--- src/rtl/cic_pkg.sv ---
package cic_pkg;

  localparam int unsigned CIC_STAGES    = 3;
  localparam int unsigned CIC_MAX_DELAY = 2;
  localparam int unsigned FIFO_DEPTH    = 2;

  localparam int unsigned DATA_W     = 64;
  localparam int unsigned SAMPLE_W   = 16;
  localparam int unsigned RATE_W     = 17;
  localparam int unsigned DELAY_W    = 2;
  localparam int unsigned APB_ADDR_W = 3;
  localparam int unsigned APB_DATA_W = 32;

  localparam logic [RATE_W-1:0]  RATE_RESET  = 17'd8;
  localparam logic [DELAY_W-1:0] DELAY_RESET = 2'd1;

  typedef enum logic [0:0] {
    REG_DECIM_RATE = 1'b0,
    REG_COMB_DELAY = 1'b1
  } reg_idx_e;

  typedef struct packed {
    logic [RATE_W-1:0]  decim_rate;
    logic [DELAY_W-1:0] comb_delay;
  } cfg_t;

endpackage

--- src/rtl/cic_fifo.sv ---
module cic_fifo import cic_pkg::*; #(
  parameter int unsigned WIDTH = DATA_W,
  parameter int unsigned DEPTH = FIFO_DEPTH
) (
  input  logic             clk_i,
  input  logic             rst_ni,
  input  logic             push_i,
  input  logic [WIDTH-1:0] data_i,
  input  logic             pop_i,
  output logic [WIDTH-1:0] data_o,
  output logic             full_o,
  output logic             empty_o
);

  localparam int unsigned PW = (DEPTH > 1) ? $clog2(DEPTH) : 1;
  localparam int unsigned CW = $clog2(DEPTH + 1);

  logic [WIDTH-1:0] mem_q [DEPTH];
  logic [PW-1:0]    wr_ptr_q, wr_ptr_d;
  logic [PW-1:0]    rd_ptr_q, rd_ptr_d;
  logic [CW-1:0]    count_q, count_d;
  logic             do_push, do_pop;

  assign full_o  = (count_q == CW'(DEPTH));
  assign empty_o = (count_q == '0);
  assign do_push = push_i && !full_o;
  assign do_pop  = pop_i && !empty_o;
  assign data_o  = mem_q[rd_ptr_q];

  always_comb begin
    wr_ptr_d = wr_ptr_q;
    rd_ptr_d = rd_ptr_q;
    count_d  = count_q;
    if (do_push) begin
      wr_ptr_d = (wr_ptr_q == PW'(DEPTH - 1)) ? '0 : wr_ptr_q + 1'b1;
    end
    if (do_pop) begin
      rd_ptr_d = (rd_ptr_q == PW'(DEPTH - 1)) ? '0 : rd_ptr_q + 1'b1;
    end
    if (do_push && !do_pop) begin
      count_d = count_q + 1'b1;
    end else if (do_pop && !do_push) begin
      count_d = count_q - 1'b1;
    end
  end

  always_ff @(posedge clk_i or negedge rst_ni) begin
    if (!rst_ni) begin
      wr_ptr_q <= '0;
      rd_ptr_q <= '0;
      count_q  <= '0;
    end else begin
      wr_ptr_q <= wr_ptr_d;
      rd_ptr_q <= rd_ptr_d;
      count_q  <= count_d;
    end
  end

  always_ff @(posedge clk_i) begin
    if (do_push) begin
      mem_q[wr_ptr_q] <= data_i;
    end
  end

endmodule

--- src/rtl/cic_front.sv ---
module cic_front import cic_pkg::*; #(
  parameter int unsigned STAGES = CIC_STAGES
) (
  input  logic                       clk_i,
  input  logic                       rst_ni,
  input  logic                       accept_i,
  input  logic signed [SAMPLE_W-1:0] sample_i,
  input  logic [RATE_W-1:0]          decim_rate_i,
  output logic                       emit_o,
  output logic [DATA_W-1:0]          data_o
);

  logic [DATA_W-1:0] acc_q [STAGES];
  logic [DATA_W-1:0] acc_d [STAGES];
  logic [DATA_W-1:0] sample_ext;
  logic [RATE_W-1:0] phase_q, phase_inc, eff_rate;
  logic              frame_done;

  assign sample_ext = {{(DATA_W - SAMPLE_W){sample_i[SAMPLE_W-1]}}, sample_i};

  // Integrator 1 sees the updated integrator 0; higher ones see the old value below.
  for (genvar k = 0; k < STAGES; k++) begin : g_integ
    if (k == 0) begin : g_first
      assign acc_d[k] = acc_q[0] + sample_ext;
    end else if (k == 1) begin : g_second
      assign acc_d[k] = acc_q[1] + acc_q[0] + sample_ext;
    end else begin : g_rest
      assign acc_d[k] = acc_q[k] + acc_q[k-1];
    end
  end

  assign phase_inc  = phase_q + 1'b1;
  assign eff_rate   = (decim_rate_i == '0) ? RATE_W'(1) : decim_rate_i;
  assign frame_done = (phase_inc >= eff_rate);
  assign emit_o     = accept_i && frame_done;
  assign data_o     = acc_d[STAGES-1];

  always_ff @(posedge clk_i or negedge rst_ni) begin
    if (!rst_ni) begin
      for (int i = 0; i < STAGES; i++) begin
        acc_q[i] <= '0;
      end
      phase_q <= '0;
    end else if (accept_i) begin
      for (int i = 0; i < STAGES; i++) begin
        acc_q[i] <= acc_d[i];
      end
      phase_q <= frame_done ? '0 : phase_inc;
    end
  end

endmodule

--- src/rtl/cic_comb.sv ---
module cic_comb import cic_pkg::*; #(
  parameter int unsigned STAGES    = CIC_STAGES,
  parameter int unsigned MAX_DELAY = CIC_MAX_DELAY
) (
  input  logic                clk_i,
  input  logic                rst_ni,
  input  logic [DELAY_W-1:0]  comb_delay_i,
  input  logic                in_valid_i,
  input  logic [DATA_W-1:0]   in_data_i,
  output logic                in_ready_o,
  output logic                out_valid_o,
  output logic [DATA_W-1:0]   out_data_o,
  input  logic                out_ready_i
);

  localparam int unsigned RW = (MAX_DELAY > 1) ? $clog2(MAX_DELAY) : 1;

  logic [RW-1:0]     ring_q, ring_d, slot;
  logic [RW:0]       eff_delay;
  logic [RW:0]       wrap_val;
  logic              advance;

  logic [DATA_W-1:0] din_w   [STAGES];
  logic [RW-1:0]     sin_w   [STAGES];
  logic              vin_w   [STAGES];
  logic [DATA_W-1:0] dout_w  [STAGES];
  logic              vout_w  [STAGES];

  // The whole pipeline holds only when the last stage cannot hand off its result.
  assign advance     = !(vout_w[STAGES-1] && !out_ready_i);
  assign in_ready_o  = advance;
  assign out_valid_o = vout_w[STAGES-1];
  assign out_data_o  = dout_w[STAGES-1];

  assign slot = (32'(ring_q) < MAX_DELAY) ? ring_q : '0;

  always_comb begin
    if (comb_delay_i == '0) begin
      eff_delay = (RW+1)'(1);
    end else if (32'(comb_delay_i) > MAX_DELAY) begin
      eff_delay = (RW+1)'(MAX_DELAY);
    end else begin
      eff_delay = (RW+1)'(comb_delay_i);
    end
    wrap_val = {1'b0, slot} + 1'b1;
    for (int i = 0; i < MAX_DELAY; i++) begin
      if (wrap_val >= eff_delay) begin
        wrap_val = wrap_val - eff_delay;
      end
    end
    ring_d = wrap_val[RW-1:0];
  end

  always_ff @(posedge clk_i or negedge rst_ni) begin
    if (!rst_ni) begin
      ring_q <= '0;
    end else if (advance && in_valid_i) begin
      ring_q <= ring_d;
    end
  end

  assign din_w[0] = in_data_i;
  assign sin_w[0] = slot;
  assign vin_w[0] = in_valid_i;

  for (genvar c = 0; c < STAGES; c++) begin : g_stage
    logic [DATA_W-1:0] line_q [MAX_DELAY];
    logic [DATA_W-1:0] val_q;
    logic              valid_q;

    always_ff @(posedge clk_i or negedge rst_ni) begin
      if (!rst_ni) begin
        for (int i = 0; i < MAX_DELAY; i++) begin
          line_q[i] <= '0;
        end
        valid_q <= 1'b0;
      end else if (advance) begin
        if (vin_w[c]) begin
          line_q[sin_w[c]] <= din_w[c];
        end
        valid_q <= vin_w[c];
      end
    end

    always_ff @(posedge clk_i) begin
      if (advance) begin
        val_q <= din_w[c] - line_q[sin_w[c]];
      end
    end

    assign dout_w[c] = val_q;
    assign vout_w[c] = valid_q;

    if (c < STAGES - 1) begin : g_link
      logic [RW-1:0] slot_q;

      always_ff @(posedge clk_i) begin
        if (advance) begin
          slot_q <= sin_w[c];
        end
      end

      assign din_w[c+1] = val_q;
      assign sin_w[c+1] = slot_q;
      assign vin_w[c+1] = valid_q;
    end
  end

endmodule

--- src/rtl/cic_decimator.sv ---
// Channel   Direction  Handshake                    Payload
// input     in         push / full                  sample_i (16-bit signed)
// result    out        empty / pop                  filtered_o (64-bit signed)
// config    in         psel, penable, pwrite, pready paddr, pwdata, prdata
//
// One sample is accepted each cycle that full is low; the integrators update in that cycle.
// A result travels from the sample that closes its frame through the middle queue, the
// one-register-per-stage comb pipeline and the output queue to the result ports.
// Reset clears the integrators, the comb delay lines, the ring index and the phase count.
// full rises only when the output queue is full and pop is held low long enough to back
// the comb pipeline up into the two-entry queue behind the front.
module cic_decimator import cic_pkg::*; #(
  parameter int unsigned STAGES    = CIC_STAGES,
  parameter int unsigned MAX_DELAY = CIC_MAX_DELAY
) (
  input  logic                       clk_i,
  input  logic                       rst_ni,
  input  logic                       push,
  output logic                       full,
  input  logic signed [SAMPLE_W-1:0] sample_i,
  output logic                       empty,
  input  logic                       pop,
  output logic signed [DATA_W-1:0]   filtered_o,
  input  logic                       psel,
  input  logic                       penable,
  input  logic                       pwrite,
  input  logic [APB_ADDR_W-1:0]      paddr,
  input  logic [APB_DATA_W-1:0]      pwdata,
  output logic [APB_DATA_W-1:0]      prdata,
  output logic                       pready
);

  cfg_t              cfg_q;
  reg_idx_e          reg_idx;
  logic              accept;
  logic              emit;
  logic [DATA_W-1:0] front_data;
  logic [DATA_W-1:0] mid_data;
  logic              mid_full, mid_empty;
  logic              comb_ready;
  logic              comb_valid;
  logic [DATA_W-1:0] comb_data;
  logic              out_full;
  logic [DATA_W-1:0] out_data;

  assign pready  = 1'b1;
  assign reg_idx = reg_idx_e'(paddr[2]);

  always_ff @(posedge clk_i or negedge rst_ni) begin
    if (!rst_ni) begin
      cfg_q.decim_rate <= RATE_RESET;
      cfg_q.comb_delay <= DELAY_RESET;
    end else if (psel && penable && pwrite && pready) begin
      case (reg_idx)
        REG_DECIM_RATE: cfg_q.decim_rate <= pwdata[RATE_W-1:0];
        REG_COMB_DELAY: cfg_q.comb_delay <= pwdata[DELAY_W-1:0];
        default: ;
      endcase
    end
  end

  always_comb begin
    case (reg_idx)
      REG_DECIM_RATE: prdata = APB_DATA_W'(cfg_q.decim_rate);
      REG_COMB_DELAY: prdata = APB_DATA_W'(cfg_q.comb_delay);
      default:        prdata = '0;
    endcase
  end

  assign full   = mid_full;
  assign accept = push && !mid_full;

  cic_front #(
    .STAGES(STAGES)
  ) u_front (
    .clk_i        (clk_i),
    .rst_ni       (rst_ni),
    .accept_i     (accept),
    .sample_i     (sample_i),
    .decim_rate_i (cfg_q.decim_rate),
    .emit_o       (emit),
    .data_o       (front_data)
  );

  cic_fifo #(
    .WIDTH(DATA_W),
    .DEPTH(FIFO_DEPTH)
  ) u_mid_fifo (
    .clk_i   (clk_i),
    .rst_ni  (rst_ni),
    .push_i  (emit),
    .data_i  (front_data),
    .pop_i   (comb_ready),
    .data_o  (mid_data),
    .full_o  (mid_full),
    .empty_o (mid_empty)
  );

  cic_comb #(
    .STAGES(STAGES),
    .MAX_DELAY(MAX_DELAY)
  ) u_comb (
    .clk_i        (clk_i),
    .rst_ni       (rst_ni),
    .comb_delay_i (cfg_q.comb_delay),
    .in_valid_i   (!mid_empty),
    .in_data_i    (mid_data),
    .in_ready_o   (comb_ready),
    .out_valid_o  (comb_valid),
    .out_data_o   (comb_data),
    .out_ready_i  (!out_full)
  );

  cic_fifo #(
    .WIDTH(DATA_W),
    .DEPTH(FIFO_DEPTH)
  ) u_out_fifo (
    .clk_i   (clk_i),
    .rst_ni  (rst_ni),
    .push_i  (comb_valid),
    .data_i  (comb_data),
    .pop_i   (pop),
    .data_o  (out_data),
    .full_o  (out_full),
    .empty_o (empty)
  );

  assign filtered_o = out_data;

endmodule

--- config.mk ---
export PLATFORM = sky130hd
export DESIGN_NAME = cic_decimator
export DESIGN_NICKNAME = d
export VERILOG_FILES = /design/src/rtl/cic_pkg.sv /design/src/rtl/cic_fifo.sv /design/src/rtl/cic_front.sv /design/src/rtl/cic_comb.sv /design/src/rtl/cic_decimator.sv
export SDC_FILE = /design/constraint.sdc
export NUM_CORES = 2
export LEC_CHECK = 0
export ABC_CLOCK_PERIOD_IN_PS = 18450
export BUFFER_PORTS_ARGS = -buffer_cell sky130_fd_sc_hd__buf_4
export CORE_ASPECT_RATIO = 1.1
export CORE_MARGIN = 10
export CORE_UTILIZATION = 50
export CTS_BUF_LIST = sky130_fd_sc_hd__clkbuf_2 sky130_fd_sc_hd__clkbuf_4 sky130_fd_sc_hd__clkbuf_8
export DETAILED_ROUTE_END_ITERATION = 10
export GPL_TIMING_DRIVEN = 0
export PLACE_DENSITY = 0.64
export SLEW_MARGIN = 20
export SYNTH_ARGS = -nofsm -noshare
export SYNTH_HDL_FRONTEND = slang
export SYNTH_SLANG_ARGS = --single-unit
export TNS_END_PERCENT = 50
--- constraint.sdc ---
create_clock -name clk_i -period 18.45 [get_ports clk_i]
set_clock_uncertainty 0.05 [all_clocks]
set_input_delay 3.69 -clock clk_i [delete_from_list [all_inputs] [get_ports clk_i]]
set_output_delay 3.69 -clock clk_i [all_outputs]
set_load 0.1 [all_outputs]
After elaboration in Yosys (flattened, before gate mapping)
Memory sizes are Yosys's and may differ from the RTL's.
Index checks and enable logic that the tools add are counted.
{ "totals": {"input_bits": 58, "out_inout_bits": 99, "ram_bits": 256, "mem_bits_ro": 0, "mem_count": 2, "latch_bits": 0, "register_bits": 818} }
{ "memory_table": {"columns": ["name", "words", "width", "read_ports", "rd_clocked_by_memory_dff", "wr", "line_no", "text"], "rows": [
  ["u_mid_fifo.mem_q", 2, 64, 1, 0, 1, "cic_fifo.sv:18", "logic [WIDTH-1:0] mem_q [DEPTH];"],
  ["u_out_fifo.mem_q", 2, 64, 1, 0, 1, "cic_fifo.sv:18", null]
]} }
{ "classes": {"magnitude_cmp": 10, "n_div": 0, "mul": 0, "n_eq_ne": 2, "add_sub_neg": 19, "n_mux": 37, "shift": 0, "bitwise": 6, "reduce_logical": 36} }
{ "ops": {"columns": ["op", "count"], "rows": [
  ["2-to-1 mux 64 bit", 12],
  ["bitwise mux 128 bit", 3],
  ["adder 64 bit", 4],
  ["demux 64 bit (select 1 bit)", 3],
  ["subtractor 64 bit", 3],
  ["case mux 32 bit (2 select lines)", 1],
  ["2-to-1 mux 17 bit", 2],
  ["adder 17 x 1 -> 17 bit, second input constant", 1],
  [">= comparator 17 bit", 1],
  ["logical NOT 17 bit", 1],
  ["logical AND 1 bit", 16],
  ["2-to-1 mux 2 bit", 7],
  ["AND reduction 2 bit", 5],
  ["logical NOT 1 bit", 9],
  ["2-to-1 mux 1 bit", 9],
  [">= comparator 2 bit, second input constant", 3],
  ["logical NOT 2 bit", 3],
  ["less-than comparator 2 x 1 -> 1 bit, second input constant", 3],
  ["inverter 1 -> 2 bit", 3],
  ["adder 1 bit, second input constant", 4],
  ["adder 2 x 1 -> 2 bit, second input constant", 2],
  ["== test 2 bit, second input constant", 2],
  [">= comparator 2 bit", 2],
  ["nonzero test 2 bit", 2],
  ["6 further kinds", 9]
]} }

Depth between registers and ports, before layout
{ "depth": {"ltp_word": 9, "ltp_mapped": 22, "depth_no_buf": 20} }

Modules after synthesis
From an unflattened synthesis, not the netlist that was laid out.
{ "unflattened": {"cells_unflattened": 5744, "hier_area_um2": 65509.1} }
{ "modules_own_cells": {"columns": ["module", "seq_area_each_um2", "area_each_um2", "instances", "cells_each"], "rows": [
  ["cic_comb", 15534.9, 33250.6, 1, 2865],
  ["cic_front", 5230.0, 21172.8, 1, 2362],
  ["cic_fifo", 3943.8, 5021.1, 2, 218],
  ["cic_decimator", 478.0, 1043.5, 1, 81]
]} }

Worst setup path after synthesis
No wires, ideal clock.
{ "synth_path": {"path_kind": "in2out", "from": "in paddr[2]", "to": "out prdata[1]", "required_ps": 14710, "path_buffers": 1, "stages": 2, "setup_slack_ps": 8710, "arrival_ps": 6000, "cell_sequence": "clkbuf_1 o21ai_0"} }
{ "synth_between": {"elab_chain_len": 2} }
{ "synth_lines": {"columns": ["item", "line_no", "text"], "rows": [
  ["start: declaration", "cic_decimator.sv:27", "input logic [APB_ADDR_W-1:0] paddr,"],
  ["inverter 1 bit (no source line)", null, null],
  ["case mux 32 bit (2 select lines) *", "cic_decimator.sv:63", "case (reg_idx)"],
  ["end: declaration", "cic_decimator.sv:29", "output logic [APB_DATA_W-1:0] prdata,"]
]} }
Every way passes the cells marked *; elsewhere a longest branch is shown, timed or not. The select of a mux whose other input is x is not followed.

Worst setup path in the final report
{ "layout_path": {"from": "in paddr[2]", "to": "out prdata[11]"} }
Same word-level chain as after synthesis.

==> results.sh <==
export IMPL_worst_pin_slew_ns=1.09
export IMPL_ys_ff_latch=1074
export IMPL_grt_overflow_total=0
export IMPL_die_w_um=361
export IMPL_tns_ns=0
export IMPL_initial_core_util_pct=50.4
export IMPL_antenna_found_initial=1
export IMPL_drtIter0Drc=2206
export IMPL_htreeDepth=4
export IMPL_drv_slew=0
export IMPL_dr_pass1_iters=5
export IMPL_insertion_delay_ns=0.89
export IMPL_postRouteWirelength_mm=144
export IMPL_timing_max_cap_violations=0
export IMPL_finalSetupViolations=0
export IMPL_cp_arrival_ns=4.81
export IMPL_synthDistinctLibCells=93
export IMPL_critPathMaxFanout=10
export IMPL_period_needed_ns=8.55
export IMPL_clockBufferDepth=3
export IMPL_hold_path_class="flop to flop"
export IMPL_yosysSeqAreaShare_pct=45.6
export IMPL_avgSynthCellArea_um2=10.5
export IMPL_gp_congestion=0.913
export IMPL_drc=0
export IMPL_synthArstFlopShare_pct=58.1
export IMPL_grt_setup_unrepaired="no"
export IMPL_ant_nets=0
export IMPL_die_area_um2=143000
export IMPL_layout_drive_gt1_share_pct=13.7
export IMPL_cts_sinks=1074
export IMPL_critPathKind="primary input to output port"
export IMPL_ios=157
export IMPL_cts_hold_buffers=0
export IMPL_via_count=45311
export IMPL_relSlewSlack_pct=27.3
export IMPL_core_area_um2=127000
export IMPL_synthesis_area_um2=63900
export IMPL_wl_per_cell_um=17.4
export IMPL_netlist_instances=6083
export IMPL_cts_root_buf="clkbuf_8"
export IMPL_synth_warnings=0
export IMPL_finalCritPeriodShare_pct=46.3
export IMPL_die_y_um=395
export IMPL_rows=137
export IMPL_grt_pass1_vias=46246
export IMPL_final_common_cell="nand2_1"
export IMPL_cts_buffers=178
export IMPL_status="complete, no violations"
export IMPL_post_cts_buffers=0
export IMPL_cts_resized=0
export IMPL_synth_edf_count=450
export IMPL_area_growth_pct=12.0
export IMPL_fmax_mhz=117
export IMPL_grt_pass1_wl_mm=236
export IMPL_cp_required_ns=14.71
export IMPL_cts_tree="yes"
export IMPL_grt_use_total_pct=19.9
export IMPL_nNetsFinal=6951
export IMPL_port_buffer_count=123
export IMPL_hpwl_mm=110
export IMPL_start_kind="primary input"
export IMPL_grt_max_degree=100
export IMPL_hold_viol=0
export IMPL_clkTransAtPathRegs_ns=0.06
export IMPL_layout_common_cells="nand2_1 (637), dfrtp_1 (622), a21oi_1 (491)"
export IMPL_synth_top_flop_cell="dfrtp_1"
export IMPL_cp_end_kind="output port"
export IMPL_vias_per_cell=5.49
-- metal layers --
metal  up-vias  track usage [%]  wire length (um)
li1      22858                -                 -
met1     21364             24.8             63600
met2       821             34.8             70600
met3       268             2.66              4440
met4         0             8.09              5150
met5         -                0                 0
-- final cells by class --
type                       instances  area (um2)
antenna                            2        5.00
fill                           11140       55200
clock inverter                    58         656
multi-input combinational       4514       32900
tap                             1668        2090
sequential                      1074       29100
clock buffer                     275        3400
buffer                           312        1240
timing repair buffer             150        1460
inverter                         197         739
-- final timing paths --
| path | startpoint | to | slack (ns) | cells after the start |
|---|---|---|---|---|
| hold / removal | u_comb.out_data_o[35] | u_out_fifo.mem_q[0][35] | 0.38 | 0 |
| min in group asynchronous | rst_ni | u_comb.g_stage[2].line_q[62] | 2.68 | 1 |
| setup / recovery | paddr[2] | prdata[11] | 9.90 | 5 |
| max in group asynchronous | rst_ni | u_front.acc_q[1] | 13.97 | 4 |
| hold reg to reg | u_comb.out_data_o[35] | u_out_fifo.mem_q[0][35] | 0.38 | 0 |
| setup reg to reg | u_mid_fifo.rd_ptr_q | u_comb.g_stage[0].val_q[62] | 12.09 | 16 |
-- synth_stat cells, drive strengths merged, types with 197 or more instances --
library cell  count  share of area (%)
nand2           637                3.7
dfrtp           622                 24
a21oi           496                3.9
edfxtp          450                 21
o21ai           427                3.4
ha              397                7.8
mux2            356                6.3
a21o            298                3.5
nor2            287                1.7
mux2i           258                4.0
clkbuf          255                1.5
xnor2           231                3.2
inv             197                1.2
-- registers in the layout, summed over array words and instances (netlist names) --
register                      cells
cfg_q                            19
u_comb.g_stage.g_link.slot_q      2
u_comb.g_stage.line_q           384
u_comb.g_stage.val_q            128
u_comb.g_stage.valid_q            2
u_comb.out_data_o                64
u_comb.out_valid_o                1
u_comb.ring_q                     1
u_front.acc_q                   192
u_front.phase_q                  17
u_mid_fifo.count_q                2
u_mid_fifo.mem_q                128
u_mid_fifo.rd_ptr_q               1
u_mid_fifo.wr_ptr_q               1
u_out_fifo.count_q                2
u_out_fifo.mem_q                128
u_out_fifo.rd_ptr_q               1
u_out_fifo.wr_ptr_q               1
-- kinds of logic (layout without fill, tap and decap cells) --
family                   count (synthesis)  count (layout)  synth area share (%)
AND/OR/NAND/NOR                       1428            1428                  10.3
adder cells (fa/ha/maj)                466             466                  9.93
multiplexers                           614             614                  10.3
buffers and inverters                  509             992                  3.09
flip-flops                            1074            1074                  45.6
other                                    2              18                0.0117
XOR/XNOR                               375             375                  5.14
AO/OA/AOI/OAI                         1615            1615                  15.7
-- worst max-delay path, cell delays in order --
cell,delay (ns)
buf_4,0.08
clkbuf_1,0.34
buf_1,0.37
nor2_1,0.08
buf_4,0.24
-- stage by stage --
step	hold WS [ns]	worst slack [ns]	instances	utilization, %	area (um2)
floorplan	0.371	8.71	6097	-	64000
global placement	0.373	6.35	7888	52.8	67000
detailed placement	0.379	9.64	7915	53.3	67500
CTS	0.381	9.88	8248	56.4	71600
global route	0.389	9.74	8250	56.5	71600
finish	0.384	9.90	8250	56.5	71600
Power is not shown: default switching activity piles up to over one toggle a cycle in this logic, so the estimate is an artifact.
